--- src/sv/quadratic_root_solver_defines.svh ---
// assertion macros shared by the quadratic root solver
`ifndef QUADRATIC_ROOT_SOLVER_DEFINES_SVH
`define QUADRATIC_ROOT_SOLVER_DEFINES_SVH

// same-cycle implication
`define QRS_ASSERT_IMPL(label, clk, rst, ante, cons, msg) \
   label: assert property (@(posedge clk) disable iff (rst) (ante) |-> (cons)) \
      else $error(msg);

// next-cycle implication
`define QRS_ASSERT_NEXT(label, clk, rst, ante, cons, msg) \
   label: assert property (@(posedge clk) disable iff (rst) (ante) |=> (cons)) \
      else $error(msg);

`endif

--- src/sv/qrs_pkg.sv ---
// types and constants of the quadratic root solver
package qrs_pkg;

   localparam int COEF_W      = 32;
   localparam int PROD_W      = 2 * COEF_W;
   localparam int DISC_W      = PROD_W + 2;
   localparam int MAG_W       = DISC_W - 1;
   localparam int ROOT_W      = 33;
   localparam int DEN_W       = COEF_W + 1;
   localparam int FRAC_W      = 16;
   localparam int NUM_W       = ROOT_W + 1;
   localparam int DIVIDEND_W  = NUM_W + FRAC_W;
   localparam int REM_W       = DEN_W + 1;
   localparam int QUEUE_DEPTH = 4;
   localparam int QPTR_W      = $clog2(QUEUE_DEPTH);

   typedef enum logic [1:0] {
      KIND_ERROR    = 2'd0,
      KIND_TWO_REAL = 2'd1,
      KIND_DOUBLE   = 2'd2,
      KIND_COMPLEX  = 2'd3
   } root_kind_type;

   typedef struct packed {
      root_kind_type             kind;
      logic signed [COEF_W-1:0]  coef_b;
      logic                      den_neg;
      logic [DEN_W-1:0]          den_mag;
   } job_info_type;

   typedef struct packed {
      job_info_type              info;
      logic [MAG_W-1:0]          disc_mag;
   } queue_entry_type;

endpackage

--- src/sv/qrs_queue.sv ---
// small register queue between the front and back parts
module qrs_queue
   import qrs_pkg::*;
(
   input  logic            clock,
   input  logic            reset,
   input  logic            in_valid,
   output logic            in_ready,
   input  queue_entry_type in_data,
   output logic            out_valid,
   input  logic            out_ready,
   output queue_entry_type out_data
);

   queue_entry_type   slot_ff [QUEUE_DEPTH];
   logic [QPTR_W-1:0] wr_ptr_ff, wr_ptr_in;
   logic [QPTR_W-1:0] rd_ptr_ff, rd_ptr_in;
   logic [QPTR_W:0]   count_ff, count_in;
   logic              push, pop;

   assign in_ready  = (count_ff != (QPTR_W + 1)'(QUEUE_DEPTH));
   assign out_valid = (count_ff != '0);
   assign out_data  = slot_ff[rd_ptr_ff];
   assign push      = in_valid && in_ready;
   assign pop       = out_valid && out_ready;

   always_comb begin
      wr_ptr_in = wr_ptr_ff;
      rd_ptr_in = rd_ptr_ff;
      if (push) begin
         wr_ptr_in = (wr_ptr_ff == QPTR_W'(QUEUE_DEPTH - 1)) ? '0 : wr_ptr_ff + QPTR_W'(1);
      end
      if (pop) begin
         rd_ptr_in = (rd_ptr_ff == QPTR_W'(QUEUE_DEPTH - 1)) ? '0 : rd_ptr_ff + QPTR_W'(1);
      end
      unique case ({push, pop})
         2'b10:   count_in = count_ff + (QPTR_W + 1)'(1);
         2'b01:   count_in = count_ff - (QPTR_W + 1)'(1);
         default: count_in = count_ff;
      endcase
   end

   always_ff @(posedge clock) begin
      if (reset) begin
         wr_ptr_ff <= '0;
         rd_ptr_ff <= '0;
         count_ff  <= '0;
      end else begin
         wr_ptr_ff <= wr_ptr_in;
         rd_ptr_ff <= rd_ptr_in;
         count_ff  <= count_in;
      end
   end

   always_ff @(posedge clock) begin
      if (push) begin
         slot_ff[wr_ptr_ff] <= in_data;
      end
   end

endmodule

--- config.mk ---
export PLATFORM = sky130hd
export DESIGN_NAME = qrs_queue
export DESIGN_NICKNAME = d
export VERILOG_FILES = /design/src/sv/quadratic_root_solver_defines.svh /design/src/sv/qrs_pkg.sv /design/src/sv/qrs_queue.sv
export SDC_FILE = /design/constraint.sdc
export NUM_CORES = 1
export LEC_CHECK = 0
export ABC_AREA = 1
export BUFFER_PORTS_ARGS = -buffer_cell sky130_fd_sc_hd__buf_2
export CELL_PAD_IN_SITES_DETAIL_PLACEMENT = 0
export CELL_PAD_IN_SITES_GLOBAL_PLACEMENT = 1
export CORE_UTILIZATION = 50
export DETAILED_ROUTE_END_ITERATION = 7
export PLACE_DENSITY = 0.9
export SETUP_SLACK_MARGIN = 0.05
export SLEW_MARGIN = 0
export SYNTH_ARGS = -nofsm -noshare
export SYNTH_HDL_FRONTEND = slang
export SYNTH_SLANG_ARGS = --single-unit
export TNS_END_PERCENT = 100
--- constraint.sdc ---
create_clock -name clock -period 10.4 [get_ports clock]
set_input_delay 1.04 -clock clock [delete_from_list [all_inputs] [get_ports clock]]
set_output_delay 1.04 -clock clock [all_outputs]
set_load 0.02 [all_outputs]
After elaboration in Yosys (flattened, before gate mapping)
Memories as Yosys holds them, arrays and structs flattened. A register that Yosys moved wholly into a read port is not among the register bits.
Index checks and enable logic that the tools add are counted.
{"block": "word_totals", "reg_bits": 7, "ramBits": 532, "in_bits": 137, "output_inout_bits": 135, "word_cells": 24, "mem_count": 1}
{"block": "classes", "n_addsub": 4, "eq_ne": 5, "n_mux": 7, "n_reduce_logical": 4}
{"name": "slot_ff", "depth": 4, "width": 133, "rd": 1, "rd_clocked_by_memory_dff": 1, "wr": 1, "line_no": "qrs_queue.sv:15", "rtl": "queue_entry_type slot_ff [QUEUE_DEPTH];"}
{"cell": "$mux W2", "count": 4}
{"cell": "$eq A2 B2 Y1 const B", "count": 3}
{"cell": "$pmux W3 S2", "count": 1}
{"cell": "$add A2 B1 Y2 const B", "count": 2}
{"cell": "$add A3 B1 Y3 const B", "count": 1}
{"cell": "$ne A3 B3 Y1 const B", "count": 1}
{"cell": "$reduce_bool A3 Y1", "count": 1}
{"cell": "$sub A3 B1 Y3 const B", "count": 1}
{"cell": "$eq A2 B1 Y1 const B", "count": 1}
{"cell": "$logic_and A1 B1 Y1", "count": 2}
{"cell": "$mux W1", "count": 2}
{"cell": "$reduce_bool A2 Y1", "count": 1}

Longest topological paths before layout
{"block": "logic_depth", "depth_word": 4, "mapped_depth": 13, "depth_no_buf": 13}

Least setup slack after synthesis
No wires, ideal clock.
{"block": "synth_timing", "path_kind": "input to register", "startpoint": "input port in_valid", "endpoint": "memory slot_ff[0][0] in the netlist's numbering, enable pin", "setup_time_ps": 628, "arrival_time_ps": 6726, "t_required_ps": 9772, "slack_ps": 3047, "stages": 2, "n_path_buf": 0, "path_cell_list": "nand2_1 nor2_1"}
{"block": "synth_between", "elab_chain_len": 3}
{"element": "from (decl)", "line_no": "qrs_queue.sv:7", "rtl": "input logic in_valid,"}
{"element": "$logic_and A1 B1 Y1", "line_no": "qrs_queue.sv:24", "rtl": "assign push = in_valid && in_ready;"}
{"element": "$mux W1", "line_no": "qrs_queue.sv:56", "rtl": "if (push) begin"}
{"element": "$mux W1 (not written as such)", "line_no": "qrs_queue.sv:57", "rtl": "slot_ff[wr_ptr_ff] <= in_data;"}
{"element": "to (decl)", "line_no": "qrs_queue.sv:15"}
No other way between the ends.

==> metrics.md <==
| Metric | Value |
|---|---|
| Status | `finished clean` |
| Die W | `~200 microns` |
| Post-synth cell types | `21` |
| First DRT Iteration DRCs | `approximately 810` |
| Mapped cell area | `~20000 sq um` |
| Fin crit period | `4670 ps` |
| Clock Power Share | `between 20 and 30%` |
| Starting Density | `about half` |
| Max Fanout on Critical Path | `84` |
| Core area | `roughly 40000 sq um` |
| Mapped Nets | `~1500` |
| Cell row count | `between 70 and 80` |
| Final net count | `roughly 1800` |
| Pins over their slew limit | `0` |
| Most common cell after layout, fill and taps aside | `edfxtp_1` |
| Slew headroom | `between 20% and 30%` |
| Post-Place Worst Slack | `approximately 6300 ps` |
| Antenna Nets Post-Route | `0` |
| Switch Pwr | `~2.1 mW` |
| Initial antenna violation count | `8` |
| Total Routed Length | `between 40 and 50 mm` |
| Hold Crit Class | `flip-flop to flip-flop` |
| Critical Path AT | `3630 ps` |
| Final Hold Fails | `0` |
| Placer Congestion | `0.745` |
| Layout cells sized above 1 | `approximately 22%` |
| Inserted Clock Buffers | `53` |
| Area grow syn2layout | `16.1%` |
| Vias in the first global route | `about 12000` |
| Setup tns final | `0 ps` |
| Seq cells post-synth | `~540` |
| Routed vias/inst | `approximately 5.5` |
| Unrepaired setup endpoints after global routing | `no` |
| CP endpoint kind | `output pin` |
| Largest net degree at the start of global routing | `194` |
| Grt ovf | `0` |
| R2R cell count | `6` |
| Final setup vio count | `0` |
| H-tree depth | `2` |
| Root Buffer Master | `clkbuf_16` |
| Data required time at the worst endpoint | `about 9400 ps` |
| Hold depth | `2` |
| Total internal power | `4.17 mW` |
| FMAX | `approximately 0.21 GHz` |
| Pleak | `around 8.2 nW` |
| I/O Pins | `272` |
| Placed instance area | `~22000 sq um` |
| Clock Skews | `between 10 and 15 ps` |
| Setup bufs post-CTS | `0` |
| Register area share after synthesis | `79.9%` |
| Sink Count | `around 540` |
| Clock buffer depth | `3` |
| Via count | `between 10000 and 15000` |
| DRC Markers | `0` |
| Synth warn | `0` |
| Crit Path Class | `flip-flop to output pin` |
| Total Routing Usage GR | `20.4%` |
| Switching part of the total power | `about a third` |
| Drt first pass iters | `5` |
| Top layer in use | `met5` |
| Final WS setup | `approximately 5700 ps` |
| Flop pwr share | `43.4%` |
| Die height | `between 200 and 250 microns` |
| PostCTS Resize Cnt | `0` |
| Post-Syn Area per Cell | `roughly 15 sq um` |
| Clock Latency Late Sink | `a little under 600 ps` |
| Post-route cell area | `roughly 23000 sq um` |
| Hpwl dp | `around 23 mm` |
| Max Cap Violations | `0` |
| Met2 wire len | `around 20 mm` |
| Clock transition at path regs | `~60 ps` |
| Crit share post-route | `approximately 45%` |
| Startpoint Class | `flip-flop` |
| Worst-Margin Slew | `~1100 ps` |
| Power Dens Cells | `between 200 and 300 nW/um^2` |
| # port buffers | `between 200 and 300` |
| First-pass GRT wire length | `around 64 mm` |
| CTS tree | `yes` |
| Maximum vdd drop | `roughly 160 uV` |
| Combinational share of power | `27.9%` |
| Cts-stage hold buffer count | `0` |
| Most frequent cells in the layout | `edfxtp_1, nor2_1, buf_2` |
| Die area | `around 41000 sq um` |
| Cells after Synth | `roughly 1400` |
| Met1 WL | `17.2 mm` |
| Met3 routed WL | `3.63 mm` |
| Avg WL per Cell | `roughly 19 microns` |
[power by group through the flow]
stage | clock network [mW] | registers, mW | logic, mW
global placement | 0 | 2.75 | 1.73
global route | 1.91 | 2.73 | 1.90
floorplan | 0 | 2.74 | 1.24
CTS | 1.83 | 2.72 | 1.77
detailed placement | 0 | 2.76 | 1.76
finish | 1.80 | 2.72 | 1.75
[worst paths after layout]
kind	slack, ps	start	end
setup / recovery	5730	flip-flop	out_data[18]
hold / removal	530	count_ff[0]	count_ff[0]
setup reg to reg	7250	count_ff[1]	slot_ff[3][76]
hold reg to reg	530	count_ff[0]	count_ff[0]
[synthesized netlist by cell type]
cell | n | share of area [%]
o22ai_1 | 133 | 4.1
edfxtp_1 | 532 | 79
ha_1 | 6 | 0.37
inv_1 | 16 | 0.30
buf_6 | 27 | 1.5
nand3_1 | 1 | 0.025
dfxtp_1 | 9 | 0.89
nor2_1 | 280 | 5.2
buf_4 | 2 | 0.074
a21oi_1 | 4 | 0.099
nand4_1 | 1 | 0.031
fa_1 | 1 | 0.099
o21ai_0 | 151 | 3.7
clkbuf_2 | 7 | 0.17
clkbuf_1 | 26 | 0.48
o21ai_1 | 117 | 2.9
inv_2 | 1 | 0.019
nand3b_1 | 2 | 0.074
buf_2 | 24 | 0.59
inv_4 | 1 | 0.031
nand2_1 | 14 | 0.26
[cell type report]
class / instances / area [sq um]
sequential: 541 / 16200
multi-input combinational: 710 / 3450
fill: 3096 / 16400
clock inverter: 27 / 229
clock buffer: 64 / 1410
inverter: 18 / 80.1
tap: 525 / 657
timing repair buffer: 284 / 1470
antenna: 6 / 15.0
[cells by family (layout without fill, tap and decap cells)]
family	count (synthesis)	after routing	synth area share, %
buffers and inverters	104	393	3.18
adder cells (fa/ha/maj)	7	7	0.470
AND/OR/NAND/NOR	298	298	5.59
AO/OA/AOI/OAI	405	405	10.8
flip-flops	541	541	79.9
other	0	6	0
[flip-flops by register name, indices dropped and copies added (netlist names), named ones only]
| signal | cells |
|---|---|
| count_ff | 3 |
| rd_ptr_ff | 2 |
| slot_ff | 532 |
| wr_ptr_ff | 2 |
[per-layer routing]
layer,vias up,GRT usage (%)
met3,81,5.87
met4,12,6.63
met2,382,33.6
li1,5636,-
met5,-,0
met1,5889,26.2
[through the flow]
stage	hold slack, ps	power [mW]	std cells	util [%]
after floorplan	483	3.98	1355	-
after global placement	515	4.49	2078	54.8
after detailed placement	525	4.52	2078	54.8
after CTS	532	6.32	2169	58.9
after global routing	551	6.54	2171	58.9
final	529	6.26	2175	58.9
[worst max-delay path, stage by stage (launching register included)]
cell     delay [ps]
dfxtp_4         770
buf_4           630
buf_4           760
o21ai_0         220
o22ai_1         310
buf_2           230
Note: power is estimated with default switching activity, not from simulation.
